### src/design/msmhd_pkg.sv
`default_nettype none
// ----------------------------------------------------------------------------
// msmhd_pkg
// Types, field positions and helper functions shared by the MSM header
// decoder modules.
// ----------------------------------------------------------------------------
package msmhd_pkg;

    localparam int unsigned MinBytes      = 22;
    localparam int unsigned PosMax        = 4095;
    localparam int unsigned MsgNumEnd     = 11;
    localparam int unsigned StationEnd    = 23;
    localparam int unsigned DayEnd        = 26;
    localparam int unsigned EpochEnd      = 53;
    localparam int unsigned GloEpochBits  = 27;
    localparam int unsigned FlagMultiPos  = 54;
    localparam int unsigned SmoothEnd     = 72;
    localparam int unsigned SatMaskFirst  = 73;
    localparam int unsigned SatMaskEnd    = 136;
    localparam int unsigned SigMaskFirst  = 137;
    localparam int unsigned SigMaskEnd    = 168;
    localparam int unsigned HdrBits       = 169;
    localparam int unsigned CellLimitByte = SigMaskEnd / 8;
    localparam int unsigned GpsFirstMsg   = 1071;
    localparam int unsigned MsgStride     = 10;
    localparam int unsigned MsgSpan       = 6;
    localparam int unsigned NumSystems    = 7;
    localparam int unsigned Recip10       = 3277;
    localparam int unsigned Recip10Shift  = 15;

    typedef enum logic [2:0] {
        CONST_GPS     = 3'd0,
        CONST_GLONASS = 3'd1,
        CONST_GALILEO = 3'd2,
        CONST_SBAS    = 3'd3,
        CONST_QZSS    = 3'd4,
        CONST_BEIDOU  = 3'd5,
        CONST_NAVIC   = 3'd6,
        CONST_UNKNOWN = 3'd7
    } constellation_t;

    typedef enum logic {
        STATUS_OK        = 1'b0,
        STATUS_NEED_DATA = 1'b1
    } status_t;

    typedef struct packed {
        status_t        status;
        constellation_t constellation;
        logic [3:0]     msm_level;
        logic [11:0]    station;
        logic [2:0]     glo_day;
        logic [29:0]    epoch_msec;
        logic [4:0]     flag_bits;
        logic [63:0]    sat_mask;
        logic [31:0]    signal_mask;
        logic [6:0]     sat_total;
        logic [5:0]     sig_total;
        logic [11:0]    cell_count;
    } result_t;

    function automatic constellation_t constellation_of(input logic [11:0] m);
        logic [11:0]    base;
        constellation_t res;
        res = CONST_UNKNOWN;
        for (int c = 0; c < NumSystems; c++) begin
            base = 12'(GpsFirstMsg + MsgStride * c);
            if (m >= base && m <= 12'(base + MsgSpan)) begin
                res = constellation_t'(3'(c));
            end
        end
        return res;
    endfunction

    // remainder by ten through a reciprocal multiply, exact for 12-bit values
    function automatic logic [3:0] mod10(input logic [11:0] x);
        logic [23:0] prod;
        logic [11:0] q;
        logic [11:0] r;
        prod = 24'(x) * 24'(Recip10);
        q    = 12'(prod >> Recip10Shift);
        r    = x - ((q << 3) + (q << 1));
        return r[3:0];
    endfunction

endpackage
`default_nettype wire

### src/design/msmhd_parse.sv
`default_nettype none
// ----------------------------------------------------------------------------
// msmhd_parse
// Byte-wide header parser: places the eight bits of each body byte into the
// header fields, keeps the mask and cell counts, and forms the result on the
// last byte of a body.
// ----------------------------------------------------------------------------
module msmhd_parse (
    input  wire logic              aclk,
    input  wire logic              aresetn,
    input  wire logic              take,
    input  wire logic [7:0]        in_byte,
    input  wire logic              in_last,
    output msmhd_pkg::result_t     res
);

    logic [11:0] bit_pos_reg, bit_pos_upd, bit_pos_next;
    logic [4:0]  byte_cnt_reg, byte_cnt_upd, byte_cnt_next;
    logic [11:0] msg_num_reg, msg_num_upd, msg_num_next;
    logic [11:0] station_reg, station_upd, station_next;
    logic [29:0] epoch_reg, epoch_upd, epoch_next;
    logic [2:0]  day_reg, day_upd, day_next;
    logic [4:0]  flags_reg, flags_upd, flags_next;
    logic [63:0] sat_mask_reg, sat_mask_upd, sat_mask_next;
    logic [31:0] sig_mask_reg, sig_mask_upd, sig_mask_next;
    logic [6:0]  sat_cnt_reg, sat_cnt_upd, sat_cnt_next;
    logic [5:0]  sig_cnt_reg, sig_cnt_upd, sig_cnt_next;
    logic [11:0] cell_limit_reg, cell_limit_upd, cell_limit_next;
    logic [11:0] cell_ones_reg, cell_ones_upd, cell_ones_next;

    logic [8:0]                byte_idx;
    logic                      is_glonass;
    msmhd_pkg::constellation_t sys;
    logic [5:0]                sig_final;
    logic [12:0]               cell_prod;
    logic [11:0]               cell_limit_fresh;
    logic [3:0]                sat_add, sig_add, cell_add;
    logic                      need_data;

    assign byte_idx   = bit_pos_reg[11:3];
    assign sys        = msmhd_pkg::constellation_of(msg_num_reg);
    assign is_glonass = (sys == msmhd_pkg::CONST_GLONASS);

    // cell mask length becomes known on the last signal mask bit
    assign sig_final        = sig_cnt_reg + 6'(in_byte[7]);
    assign cell_prod        = 13'(sat_cnt_reg) * 13'(sig_final);
    assign cell_limit_fresh = 12'(msmhd_pkg::HdrBits) + cell_prod[11:0];

    // fixed-position fields
    always_comb begin
        logic [11:0] pos;
        msg_num_upd  = msg_num_reg;
        station_upd  = station_reg;
        epoch_upd    = epoch_reg;
        day_upd      = day_reg;
        flags_upd    = flags_reg;
        sat_mask_upd = sat_mask_reg;
        sig_mask_upd = sig_mask_reg;
        for (int i = 0; i < 12; i++) begin
            pos = 12'(msmhd_pkg::MsgNumEnd - i);
            if (byte_idx == pos[11:3]) begin
                msg_num_upd[i] = in_byte[3'd7 - pos[2:0]];
            end
            pos = 12'(msmhd_pkg::StationEnd - i);
            if (byte_idx == pos[11:3]) begin
                station_upd[i] = in_byte[3'd7 - pos[2:0]];
            end
        end
        for (int i = 0; i < 30; i++) begin
            pos = 12'(msmhd_pkg::EpochEnd - i);
            if (byte_idx == pos[11:3] && !(is_glonass && i >= msmhd_pkg::GloEpochBits)) begin
                epoch_upd[i] = in_byte[3'd7 - pos[2:0]];
            end
        end
        for (int i = 0; i < 3; i++) begin
            pos = 12'(msmhd_pkg::DayEnd - i);
            if (byte_idx == pos[11:3] && is_glonass) begin
                day_upd[i] = in_byte[3'd7 - pos[2:0]];
            end
        end
        pos = 12'(msmhd_pkg::FlagMultiPos);
        if (byte_idx == pos[11:3]) begin
            flags_upd[4] = in_byte[3'd7 - pos[2:0]];
        end
        for (int i = 0; i < 4; i++) begin
            pos = 12'(msmhd_pkg::SmoothEnd - i);
            if (byte_idx == pos[11:3]) begin
                flags_upd[i] = in_byte[3'd7 - pos[2:0]];
            end
        end
        for (int i = 0; i < 64; i++) begin
            pos = 12'(msmhd_pkg::SatMaskEnd - i);
            if (byte_idx == pos[11:3]) begin
                sat_mask_upd[i] = in_byte[3'd7 - pos[2:0]];
            end
        end
        for (int i = 0; i < 32; i++) begin
            pos = 12'(msmhd_pkg::SigMaskEnd - i);
            if (byte_idx == pos[11:3]) begin
                sig_mask_upd[i] = in_byte[3'd7 - pos[2:0]];
            end
        end
    end

    // per-byte counts of mask and cell bits
    always_comb begin
        logic [11:0] p;
        logic        b;
        sat_add = '0;
        sig_add = '0;
        cell_add = '0;
        cell_limit_upd = (byte_idx == 9'(msmhd_pkg::CellLimitByte)) ? cell_limit_fresh
                                                                    : cell_limit_reg;
        for (int k = 0; k < 8; k++) begin
            p = {byte_idx, 3'(k)};
            b = in_byte[7 - k];
            if (p >= 12'(msmhd_pkg::SatMaskFirst) && p <= 12'(msmhd_pkg::SatMaskEnd)) begin
                sat_add = sat_add + 4'(b);
            end
            if (p >= 12'(msmhd_pkg::SigMaskFirst) && p <= 12'(msmhd_pkg::SigMaskEnd)) begin
                sig_add = sig_add + 4'(b);
            end
            if (p >= 12'(msmhd_pkg::HdrBits) && p < cell_limit_upd) begin
                cell_add = cell_add + 4'(b);
            end
        end
    end

    assign sat_cnt_upd   = sat_cnt_reg + 7'(sat_add);
    assign sig_cnt_upd   = sig_cnt_reg + 6'(sig_add);
    assign cell_ones_upd = cell_ones_reg + 12'(cell_add);
    assign bit_pos_upd   = (bit_pos_reg > 12'(msmhd_pkg::PosMax - 8)) ? 12'(msmhd_pkg::PosMax)
                                                                      : bit_pos_reg + 12'd8;
    assign byte_cnt_upd  = (byte_cnt_reg < 5'(msmhd_pkg::MinBytes)) ? byte_cnt_reg + 5'd1
                                                                    : byte_cnt_reg;

    // a finished body starts the next one from the cleared state
    always_comb begin
        if (in_last) begin
            bit_pos_next    = '0;
            byte_cnt_next   = '0;
            msg_num_next    = '0;
            station_next    = '0;
            epoch_next      = '0;
            day_next        = '0;
            flags_next      = '0;
            sat_mask_next   = '0;
            sig_mask_next   = '0;
            sat_cnt_next    = '0;
            sig_cnt_next    = '0;
            cell_limit_next = 12'(msmhd_pkg::HdrBits);
            cell_ones_next  = '0;
        end else begin
            bit_pos_next    = bit_pos_upd;
            byte_cnt_next   = byte_cnt_upd;
            msg_num_next    = msg_num_upd;
            station_next    = station_upd;
            epoch_next      = epoch_upd;
            day_next        = day_upd;
            flags_next      = flags_upd;
            sat_mask_next   = sat_mask_upd;
            sig_mask_next   = sig_mask_upd;
            sat_cnt_next    = sat_cnt_upd;
            sig_cnt_next    = sig_cnt_upd;
            cell_limit_next = cell_limit_upd;
            cell_ones_next  = cell_ones_upd;
        end
    end

    always_ff @(posedge aclk) begin
        if (!aresetn) begin
            bit_pos_reg    <= '0;
            byte_cnt_reg   <= '0;
            msg_num_reg    <= '0;
            station_reg    <= '0;
            epoch_reg      <= '0;
            day_reg        <= '0;
            flags_reg      <= '0;
            sat_mask_reg   <= '0;
            sig_mask_reg   <= '0;
            sat_cnt_reg    <= '0;
            sig_cnt_reg    <= '0;
            cell_limit_reg <= 12'(msmhd_pkg::HdrBits);
            cell_ones_reg  <= '0;
        end else if (take) begin
            bit_pos_reg    <= bit_pos_next;
            byte_cnt_reg   <= byte_cnt_next;
            msg_num_reg    <= msg_num_next;
            station_reg    <= station_next;
            epoch_reg      <= epoch_next;
            day_reg        <= day_next;
            flags_reg      <= flags_next;
            sat_mask_reg   <= sat_mask_next;
            sig_mask_reg   <= sig_mask_next;
            sat_cnt_reg    <= sat_cnt_next;
            sig_cnt_reg    <= sig_cnt_next;
            cell_limit_reg <= cell_limit_next;
            cell_ones_reg  <= cell_ones_next;
        end
    end

    // result for a body ending with this byte
    assign need_data = (byte_cnt_upd < 5'(msmhd_pkg::MinBytes)) ||
                       (bit_pos_upd < cell_limit_upd);

    always_comb begin
        res = '0;
        if (need_data) begin
            res.status = msmhd_pkg::STATUS_NEED_DATA;
        end else begin
            res.status        = msmhd_pkg::STATUS_OK;
            res.constellation = sys;
            res.msm_level     = msmhd_pkg::mod10(msg_num_reg);
            res.station       = station_upd;
            res.glo_day       = is_glonass ? day_upd : 3'd0;
            res.epoch_msec    = is_glonass ? {3'd0, epoch_upd[26:0]} : epoch_upd;
            res.flag_bits     = flags_upd;
            res.sat_mask      = sat_mask_upd;
            res.signal_mask   = sig_mask_upd;
            res.sat_total     = sat_cnt_upd;
            res.sig_total     = sig_cnt_upd;
            res.cell_count    = cell_ones_upd;
        end
    end

endmodule
`default_nettype wire

### src/design/msm_header_decoder.sv
`default_nettype none
// ----------------------------------------------------------------------------
// msm_header_decoder
// Streaming decoder for the fixed header of an MSM correction message body.
// ----------------------------------------------------------------------------
// One body byte is taken per clock, most significant bit first, and all eight
// bits are placed into the header fields in that same cycle, so the decoder
// sustains one item per cycle. The result for a body appears on the m_ port
// the cycle after its last byte is accepted and is held until taken; bytes
// that do not end a body are accepted even while a result waits, and only a
// last byte stalls behind an untaken result. There is no start-up clearing
// pass: the decoder is ready right after reset. Bodies shorter than 22 bytes,
// or too short for their cell mask, report need-data with all other fields
// zero; bytes beyond the cell mask are ignored.
module msm_header_decoder (
    input  wire logic        aclk,
    input  wire logic        aresetn,
    input  wire logic        s_valid,
    output logic             s_ready,
    input  wire logic [7:0]  s_body_byte,
    input  wire logic        s_body_last,
    output logic             m_valid,
    input  wire logic        m_ready,
    output logic             m_status,
    output logic [2:0]       m_constellation,
    output logic [3:0]       m_msm_level,
    output logic [11:0]      m_station,
    output logic [2:0]       m_glo_day,
    output logic [29:0]      m_epoch_msec,
    output logic [4:0]       m_flag_bits,
    output logic [63:0]      m_sat_mask,
    output logic [31:0]      m_signal_mask,
    output logic [6:0]       m_sat_total,
    output logic [5:0]       m_sig_total,
    output logic [11:0]      m_cell_count
);

    msmhd_pkg::result_t parse_res;
    msmhd_pkg::result_t res_reg;
    logic               m_valid_reg, m_valid_next;
    logic               take;
    logic               emit;

    assign s_ready = !m_valid_reg || m_ready || !s_body_last;
    assign take    = s_valid && s_ready;
    assign emit    = take && s_body_last;

    msmhd_parse u_parse (
        .aclk    (aclk),
        .aresetn (aresetn),
        .take    (take),
        .in_byte (s_body_byte),
        .in_last (s_body_last),
        .res     (parse_res)
    );

    always_comb begin
        priority if (emit) begin
            m_valid_next = 1'b1;
        end else if (m_ready) begin
            m_valid_next = 1'b0;
        end else begin
            m_valid_next = m_valid_reg;
        end
    end

    always_ff @(posedge aclk) begin
        if (!aresetn) begin
            m_valid_reg <= 1'b0;
        end else begin
            m_valid_reg <= m_valid_next;
        end
    end

    always_ff @(posedge aclk) begin
        if (emit) begin
            res_reg <= parse_res;
        end
    end

    assign m_valid         = m_valid_reg;
    assign m_status        = res_reg.status;
    assign m_constellation = res_reg.constellation;
    assign m_msm_level     = res_reg.msm_level;
    assign m_station       = res_reg.station;
    assign m_glo_day       = res_reg.glo_day;
    assign m_epoch_msec    = res_reg.epoch_msec;
    assign m_flag_bits     = res_reg.flag_bits;
    assign m_sat_mask      = res_reg.sat_mask;
    assign m_signal_mask   = res_reg.signal_mask;
    assign m_sat_total     = res_reg.sat_total;
    assign m_sig_total     = res_reg.sig_total;
    assign m_cell_count    = res_reg.cell_count;

endmodule
`default_nettype wire

### config.mk
export PLATFORM = sky130hd
export DESIGN_NAME = msm_header_decoder
export DESIGN_NICKNAME = d
export VERILOG_FILES = /design/src/design/msmhd_pkg.sv /design/src/design/msmhd_parse.sv /design/src/design/msm_header_decoder.sv
export SDC_FILE = /design/constraint.sdc
export NUM_CORES = 1
export LEC_CHECK = 0
export ABC_AREA = 1
export BUFFER_PORTS_ARGS = -buffer_cell sky130_fd_sc_hd__buf_2
export CAP_MARGIN = 25
export CORE_AREA = 2 2 222 224
export DETAILED_ROUTE_END_ITERATION = 8
export DIE_AREA = 0 0 224 226
export MAX_ROUTING_LAYER = met4
export PLACE_DENSITY = 0.63
export SKIP_CTS_REPAIR_TIMING = 1
export SLEW_MARGIN = 20
export SYNTH_ARGS = -nofsm -noshare
export SYNTH_HDL_FRONTEND = slang
export SYNTH_HIERARCHICAL = 1
export SYNTH_SLANG_ARGS = --single-unit
### constraint.sdc
create_clock -name aclk -period 13.46 [get_ports aclk]
set_clock_uncertainty 0.05 [all_clocks]
set_input_delay 2.019 -clock aclk [delete_from_list [all_inputs] [get_ports aclk]]
set_output_delay 2.019 -clock aclk [all_outputs]
set_load 0.05 [all_outputs]
Word level (Yosys, flattened, before mapping):

Cells that the tools add are included.

* $add $sub $neg: 30
* $mul: 2
* magnitude comparators: 66
* equal/unequal tests: 21
* mux-type cells: 208
* bitwise gates (word level): 1
* reductions and logical operators: 49

Operator list (number)
* greater-or-equal comparator 12 x 8 -> 1 bit, second input constant: 16
* <= comparator 12 x 8 -> 1 bit, second input constant: 16
* 2-to-1 mux 1 bit: 164
* less-than comparator 12 bit: 9
* greater-or-equal comparator 12 x 7 -> 1 bit, second input constant: 8
* greater-or-equal comparator 12 x 11 -> 1 bit, second input constant: 7
* <= comparator 12 x 11 -> 1 bit, second input constant: 7
* 2-to-1 mux 12 bit: 7
* 2-to-1 mux 4 bit: 21
* adder 4 x 1 -> 4 bit: 18
* equality test 9 x 4 -> 1 bit, second input constant: 8
* 2-to-1 mux 64 bit: 1
* equality test 9 x 5 -> 1 bit, second input constant: 6
* logical AND 1 bit: 35
* 2-to-1 mux 32 bit: 1
* 2-to-1 mux 30 bit: 1
* equality test 9 x 3 -> 1 bit, second input constant: 3
* 2-to-1 mux 3 bit: 8
* equality test 9 x 2 -> 1 bit, second input constant: 2
* multiplier 12 x 12 -> 18 bit, second input constant: 1
* 2-to-1 mux 5 bit: 3
* adder 12 x 4 -> 12 bit: 1
* adder 12 x 4 -> 12 bit, second input constant: 1
* adder 8 x 12 -> 12 bit, first input constant: 1
* 21 further kinds: 32

* register bits after elaboration: 392
* input bits: 13
* output and inout bits: 181
* logic and storage cells: 405

Longest topological paths before layout:

Gate-level depths: netlist of the first run.

* depth in word-level cells: 23
* mapped depth: 68
* depth with buffers taken out: 68

Modules after synthesis:

The synthesis of the first run kept the hierarchy.

By module, submodules not included
* msmhd_parse: instances 1, cells each 2749, area an instance 17899.7 um^2, sequential area each 4244.1 um^2
* msm_header_decoder: instances 1, cells each 192, area an instance 5444.0 um^2, sequential area each 5395.2 um^2

Least setup slack after synthesis of the first run:

No wires, ideal clock.

* path kind: input to register
* from: in s_body_byte[7]
* to: reg u_parse.cell_ones_reg[11]
* arrival: 12.008 ns
* required time: 13.340 ns
* slack: 1.332 ns
* stages: 64
* cell sequence: ha_1 nand2_1 nor2_1 inv_1 nand2_1 nand2_1 nor2_1 fa_1 inv_1 fa_1 inv_1 fa_1 fa_1 ha_1 nand2_1 nor2_1 nand2_1 nand3_1 [28 not listed] nand2_1 ha_1 or2_2 and2_1 ha_1 ha_1 nand2_1 o21ai_0 ha_1 a21oi_1 o21bai_1 a21oi_1 nor2_1 nand3_1 nor2_1 xnor2_1 or2_2 a21oi_1

* longest elaborated chain between the ends: 23

Ends and longest elaborated chain
* start: declaration: line msm_header_decoder.sv:20 `input wire logic [7:0] s_body_byte,`
* adder 6 x 1 -> 6 bit: line msmhd_parse.sv:45 `assign sig_final = sig_cnt_reg + 6'(in_byte[7]);`
* multiplier 7 x 6 -> 12 bit: line msmhd_parse.sv:46 `assign cell_prod = 13'(sat_cnt_reg) * 13'(sig_final);`
* adder 8 x 12 -> 12 bit: line msmhd_parse.sv:47 `assign cell_limit_fresh = 12'(msmhd_pkg::HdrBits) + cell_prod[11:0];`
* 2-to-1 mux 12 bit: line msmhd_parse.sv:112 `cell_limit_upd = (byte_idx == 9'(msmhd_pkg::CellLimitByte)) ? cell_limit_fresh`
* less-than comparator 12 bit: line msmhd_parse.sv:123 `if (p >= 12'(msmhd_pkg::HdrBits) && p < cell_limit_upd) begin`
* logical AND 1 bit: line msmhd_parse.sv:123
* 2-to-1 mux 1 bit: line msmhd_parse.sv:123
* adder 1 x 1 -> 2 bit: line msmhd_parse.sv:124 `cell_add = cell_add + 4'(b);`
* [7 not listed]
* adder 4 x 1 -> 4 bit: line msmhd_parse.sv:124
* 2-to-1 mux 4 bit: line msmhd_parse.sv:123
* adder 4 x 1 -> 4 bit: line msmhd_parse.sv:124
* 2-to-1 mux 4 bit: line msmhd_parse.sv:123
* adder 4 x 1 -> 4 bit: line msmhd_parse.sv:124
* 2-to-1 mux 4 bit (*): line msmhd_parse.sv:123
* adder 12 x 4 -> 12 bit (*): line msmhd_parse.sv:131 `assign cell_ones_upd = cell_ones_reg + 12'(cell_add);`
* 2-to-1 mux 12 bit (*): line msmhd_parse.sv:139 `if (in_last) begin`
* end signal: assignment: line msmhd_parse.sv:198 `cell_ones_reg <= cell_ones_next;`
* end: declaration: line msmhd_parse.sv:29 `logic [11:0] cell_ones_reg, cell_ones_upd, cell_ones_next;`

Mark *: on every way between the ends. The rest lies on a longest branch, timed or not.
A chain may end at the register's enable or synchronous reset.

Final worst setup path of the first run:

* from: in s_body_byte[7]
* to: reg res_reg (netlist bit m_cell_count[9]) (data pin)

* longest elaborated chain between the ends: 22

Ends and longest elaborated chain
* adder 6 x 1 -> 6 bit: line msmhd_parse.sv:45
* multiplier 7 x 6 -> 12 bit: line msmhd_parse.sv:46
* adder 8 x 12 -> 12 bit: line msmhd_parse.sv:47
* 2-to-1 mux 12 bit: line msmhd_parse.sv:112
* less-than comparator 12 bit: line msmhd_parse.sv:123
* logical AND 1 bit: line msmhd_parse.sv:123
* 2-to-1 mux 1 bit: line msmhd_parse.sv:123
* adder 1 x 1 -> 2 bit: line msmhd_parse.sv:124
* [6 not listed]
* 2-to-1 mux 4 bit: line msmhd_parse.sv:123
* adder 4 x 1 -> 4 bit: line msmhd_parse.sv:124
* 2-to-1 mux 4 bit: line msmhd_parse.sv:123
* adder 4 x 1 -> 4 bit: line msmhd_parse.sv:124
* 2-to-1 mux 4 bit: line msmhd_parse.sv:123
* adder 4 x 1 -> 4 bit: line msmhd_parse.sv:124
* 2-to-1 mux 4 bit: line msmhd_parse.sv:123
* adder 12 x 4 -> 12 bit: line msmhd_parse.sv:131
* end signal: assignment: line msm_header_decoder.sv:77 `res_reg <= parse_res;`
* end: declaration: line msm_header_decoder.sv:39 `msmhd_pkg::result_t res_reg;`

Parallel ways exist; a longest one is shown, timed or not.

==> flow_summary.ini, run 1 <==
[status]
run_status = finished clean

[yosys]
synthMostInstantiatedCell = nand2_1
syn_nets = 3190
yosysTopAreaCell = edfxtp_1
synth_cells = 2941
synthTopCellsByCount = nand2_1 (580), inv_1 (470), nor2_1 (395)
yosysWarningCount = 6
synth_area_um2 = 23340
most_used_flip_flop_cell_after_synthesis = dfxtp_1
avgSynthCellArea_um2 = 7.937
yosysUniqueCellTypes = 60
synth-edff-count = 179
synth.yosys.seq_area_share_pct = 41.29
synthTopCellsByArea = edfxtp_1 (23%), dfxtp_1 (18%), ha_1 (9.6%), nand2_1 (9.3%), inv_1 (7.6%)
synth_largest_type_area_fraction_pct = 23.03
number_of_storage_elements_in_the_synthesis_netlist = 392
synth_async_sr_flop_share_pct = 0

[route]
post_drt_wl_per_cell_um = 16.32
routed_wl_mm = 60.99
first_pass_iters = 5
routed_via_density = 5.234
final_antenna_net_count = 0
drc = 0
routed-via-count = 19560
drt_first_iter_violations = 1636

[setup_path]
worst-setup-path-type = primary input to flip-flop
data_arrival_time_of_the_worst_path_ps = 12810
worst_r2r_path_depth = 63
cp_num_cells = 65
critPathMostFrequentCell = nand2_1
timing.critical_path.max_delay_family = adder cells
path_buf_inv = 7
ff_to_ff_start = u_parse/sig_cnt_reg[0]
crit_path_max_fanout = 6
cpPeakStageDelay_ps = 540
r2r_setup_slack_ps = 2210
worstReg2RegEnd = m_cell_count[9]
slowest_cell_on_the_critical_path = fa_1
cp-end-kind = flip-flop
worst-endpoint-required_ps = 13850
crit_path_start_kind = primary input
setup.worst_path.start = s_body_byte[7]

[clock_tree]
clock_root_buffer = clkbuf_16
cts-htree-levels = 2
number_of_sinks_on_the_clock_net = 392
clk_transition_reported_paths_ps = 60
cts_buffer_depth = 3
cts_tree = built
tritoncts.num_buffers = 45
worstSkewPairLatency_ps = 600

[global_route]
maximum_number_of_pins_on_one_net_before_global_route_repair = 137
globalRoute.totalOverflow = 0
number_of_antenna_violations_at_the_first_check_in_global_routing = 1
grt_pass1_vias = 18820
grt_pass1_wl_mm = 97.87
grt_usage_pct = 24.87

[floorplan]
placementRows = 81
boundaryPins = 194
area_enclosed_by_the_die_boundary_um2 = 50620
initial_core_util_pct = 48.29
die_width_um = 224
die_height_um = 226
core_um2 = 48340

[power]
power.combinational.fraction_pct = 8.4
power_density_nw_per_um2 = 105.6
net_switching_component_of_the_power_mw = 0.7182
power_frac_seq_pct = 45.9
cell_internal_pwr_mw = 2.059
switching_share_pct = 25.86
p_clk_share_pct = 45.7
cellLeakagePower_nw = 11.24
vdd.ir_drop.worst_mv = 0.09486

[timing]
drv_slew = 0
period_share_pct = 92.24
grt_setup_unrepaired = false
finalSetupTns_ps = 0
hold_viol_final = 0
timing.final.setup_violations = 0
final.hold.worst_slack_ps = 412.0
max_slew_margin_pct = 28.33
slew_at_the_pin_closest_to_its_max_slew_limit_ps = 1075
max_freq_ghz = 0.08055
period_needed_ps = 12420

[cells_and_area]
multi_input_comb_area_um2 = 11430
core_util_final_pct = 54.42
layoutNonFillerInstCount = 3737
n_antenna_cell = 0
num-fill-cells = 4482
finish.instance_area_um2 = 26310
post_route_cells_drive_above_1_share_pct = 11.88
fin_nets = 3327
area_grow_syn2layout_pct = 12.71
register_area_um2 = 9639

[placed_design]
number_of_placed_instances_taps_included = 3652
placed_area_um2 = 24750
place.detailed.hpwl_mm = 41.53
io_buffers = 193
gp_congestion = 0.9011

[run]
cap_viol_max_count = 0

[hold_path]
timing.hold.worst.start = u_parse/sig_mask_reg[0]
hold_end = u_parse/sig_mask_reg[0]
hold_path_depth = 2
holdCritPathClass = flip-flop to flip-flop
-- layout by cell type (no fill, tap or decap), drive strengths merged, types with 6 or more instances in the layout --
| cell type | instances |
|---|---|
| buf | 207 |
| nor2 | 402 |
| xor2 | 35 |
| clkbuf | 56 |
| o22ai | 80 |
| inv | 482 |
| edfxtp | 179 |
| a21oi | 175 |
| nand3 | 97 |
| dfxtp | 213 |
| nor3 | 13 |
| or2 | 44 |
| xnor2 | 22 |
| o21ai | 191 |
| nand2 | 591 |
| ha | 179 |
| fa | 57 |
| clkinv | 24 |
| nand4 | 13 |
| bufinv | 6 |
-- how the worst max path moves through the flow --
stage                                           end  slack (ps)
after detailed placement  u_parse/cell_ones_reg[11]         400
after floorplan           u_parse/cell_ones_reg[11]        1330
after global placement              m_cell_count[9]         590
after CTS                           m_cell_count[9]        1030
after global routing       u_parse/cell_ones_reg[9]          40
final                               m_cell_count[9]        1040
-- cell type report --
class | count | area share [%]
clock buffer | 56 | 4.475
tap | 622 | 2.958
sequential | 392 | 36.64
timing repair buffer | 207 | 4.147
inverter | 486 | 7.019
multi-input combinational | 1946 | 43.43
clock inverter | 28 | 1.336
-- power by group through the flow --
stage / logic, mW / clock network [mW] / registers, mW
after global placement: 0.230 / 0 / 1.30
final: 0.233 / 1.27 / 1.28
after global routing: 0.253 / 1.34 / 1.28
after floorplan: 0.0994 / 0 / 1.37
after detailed placement: 0.233 / 0 / 1.30
after CTS: 0.234 / 1.30 / 1.28
-- per-stage QoR --
step,setup slack (ps),power (mW)
2_1_floorplan,1332,1.468
3_3_place_gp,589.8,1.531
3_5_place_dp,404.0,1.534
4_1_cts,1034,2.806
5_1_grt,35.20,2.874
6_report,1045,2.777
-- routing by layer --
layer	global-route usage, %	part of all wire, %	up-vias	wire length, µm
met1	32.74	46	9237	28010
met4	7.011	2.1	0	1296
met5	-	0	-	0
met3	2.498	5.3	84	3257
li1	-	-	9680	-
met2	40.94	47	560	28420
-- logic make-up after synthesis --
kind of cell	share of synthesized area, %
buffers and inverters	9.852
muxes	0.1340
adders and majority gates	14.48
DFF	41.29
and+or+nand+nor	20.99
xor gates and xnor gates	2.139
AOI/OAI and AO/OA	11.11
-- worst reg2reg max path, delay by kind of cell (launching register included) --
family	cells	cell delay, ps
adders and majority gates	16	5160
and+or+nand+nor	31	3680
AOI/OAI and AO/OA	8	1100
DFF	1	400
buffers and inverters	6	360
xor gates and xnor gates	2	350
No activity file was read; power rests on OpenSTA's default activity.
==> inputs of run 2 (changes only) <==
Settings changed: RECOVER_POWER from default to 50.
==> flow_summary.ini, run 2 (same netlist as run 1, synthesis figures left out) <==
[setup_path]
cpPeakStageDelay_ps = 540
path_buf_inv = 7
crit_path_max_fanout = 6
crit_path_start_kind = primary input
slowest_cell_on_the_critical_path = fa_1
critPathMostFrequentCell = nand2_1
worst-endpoint-required_ps = 13860
data_arrival_time_of_the_worst_path_ps = 12820
worst-setup-path-type = primary input to flip-flop
timing.critical_path.max_delay_family = adder cells
cp-end-kind = flip-flop

[global_route]
grt_pass1_wl_mm = 97.87
grt_usage_pct = 24.87
maximum_number_of_pins_on_one_net_before_global_route_repair = 137
number_of_antenna_violations_at_the_first_check_in_global_routing = 1
globalRoute.totalOverflow = 0
grt_pass1_vias = 18820

[route]
routed_wl_mm = 61.17
drt_first_iter_violations = 1647
met1Wirelength_mm = 27.95
first_pass_iters = 7
uppermost_layer_routed = met4
dr_wl_met2_mm = 28.59
final_antenna_net_count = 0
routed-via-count = 19600
routed_via_density = 5.244
drc = 0
post_drt_wl_per_cell_um = 16.37
met3_wirelength_mm = 3.327

[floorplan]
die_height_um = 226
boundaryPins = 194
area_enclosed_by_the_die_boundary_um2 = 50620
initial_core_util_pct = 48.29
die_width_um = 224
core_um2 = 48340
placementRows = 81

[clock_tree]
clk_transition_reported_paths_ps = 60
clock_root_buffer = clkbuf_16
tritoncts.num_buffers = 45
cts_buffer_depth = 3
cts-htree-levels = 2
worstSkewPairLatency_ps = 600
number_of_sinks_on_the_clock_net = 392
cts_tree = built

[timing]
period_needed_ps = 12420
max_freq_ghz = 0.08049
max_slew_margin_pct = -243.2
grt_setup_unrepaired = false
slew_at_the_pin_closest_to_its_max_slew_limit_ps = 5149
timing.final.setup_violations = 0
period_share_pct = 92.30
drv_slew = 396
hold_viol_final = 0
finalSetupTns_ps = 0

[placed_design]
gp_congestion = 0.9011
number_of_placed_instances_taps_included = 3652
io_buffers = 193
place.detailed.hpwl_mm = 41.53

[cells_and_area]
fin_nets = 3327
n_antenna_cell = 0
layoutNonFillerInstCount = 3737
area_grow_syn2layout_pct = 11.66
post_route_cells_drive_above_1_share_pct = 5.939
most_frequent_standard_cell_in_the_layout_excluding_fill_and_tap_cells = nand2_1
commonest_cells_after_routing_fill_and_taps_aside = nand2_1 (579), inv_1 (467), nor2_1 (394)

[status]
run_status = finished, violations left
violations = capacitance limit, slew limit

[hold_path]
holdCritPathClass = flip-flop to flip-flop

[run]
cap_viol_max_count = 5

[power]
power_mw = 2.778
power_density_nw_per_um2 = 106.6
cellLeakagePower_nw = 10.70
vdd.ir_drop.worst_mv = 0.1009
## run 2: changes by cell type in the layout (fill, tap and decap cells not counted), sizes merged
cell      previous run  this run
clkinvlp             2         4
clkbuf              56       241
inv                482       480
buf                207        22
## run 2: area by class of cell
type	instances	area, µm²
flip-flops and latches	392	9639
repair buffers	207	853.3
inverters	486	1841
clock inverters	28	351.6
well taps	622	778.2
multi-input cells	1946	11430
clock buffers	56	1177
fillers	4558	22280
## run 2: worst min-delay path: stages, from the launching register on
cell,delay [ps]
dfxtp_1,310
nand2_1,60
a21oi_1,50
## run 2: power breakdown
group / switching [mW] / total, mW / internal (mW)
combinational: 0.184 / 0.228 / 0.0438
sequential: 0.0118 / 1.28 / 1.27
clock: 0.525 / 1.27 / 0.746
total: 0.720 / 2.78 / 2.06
## run 2: final timing paths
| path | start | to | slack [ps] | depth (start not counted) |
|---|---|---|---|---|
| setup / recovery | s_body_byte[7] | m_cell_count[9] | 1040 | 65 |
| hold / removal | u_parse/sig_mask_reg[0] | u_parse/sig_mask_reg[0] | 410 | 2 |
| setup reg to reg | u_parse/sig_cnt_reg[0] | m_cell_count[9] | 2200 | 63 |
| hold reg to reg | u_parse/sig_mask_reg[0] | u_parse/sig_mask_reg[0] | 410 | 2 |
## run 2: through the flow
stage          util, %  worst slack [ps]  hold WS (ps)  instance area, µm²
3_5_place_dp     51.20             404.0         403.4               24750
2_1_floorplan        -              1332         387.2               23340
3_3_place_gp     51.20             589.8         398.5               24750
6_report         53.92              1036         412.0               26070
5_1_grt          53.92             35.31         425.8               26070
4_1_cts          54.36              1034         412.6               26280
## run 2: routing by layer
metal,global-route usage [%],up-vias
li1,-,9683
met1,32.74,9283
met2,40.94,549
met3,2.498,83
met4,7.011,0
met5,-,-
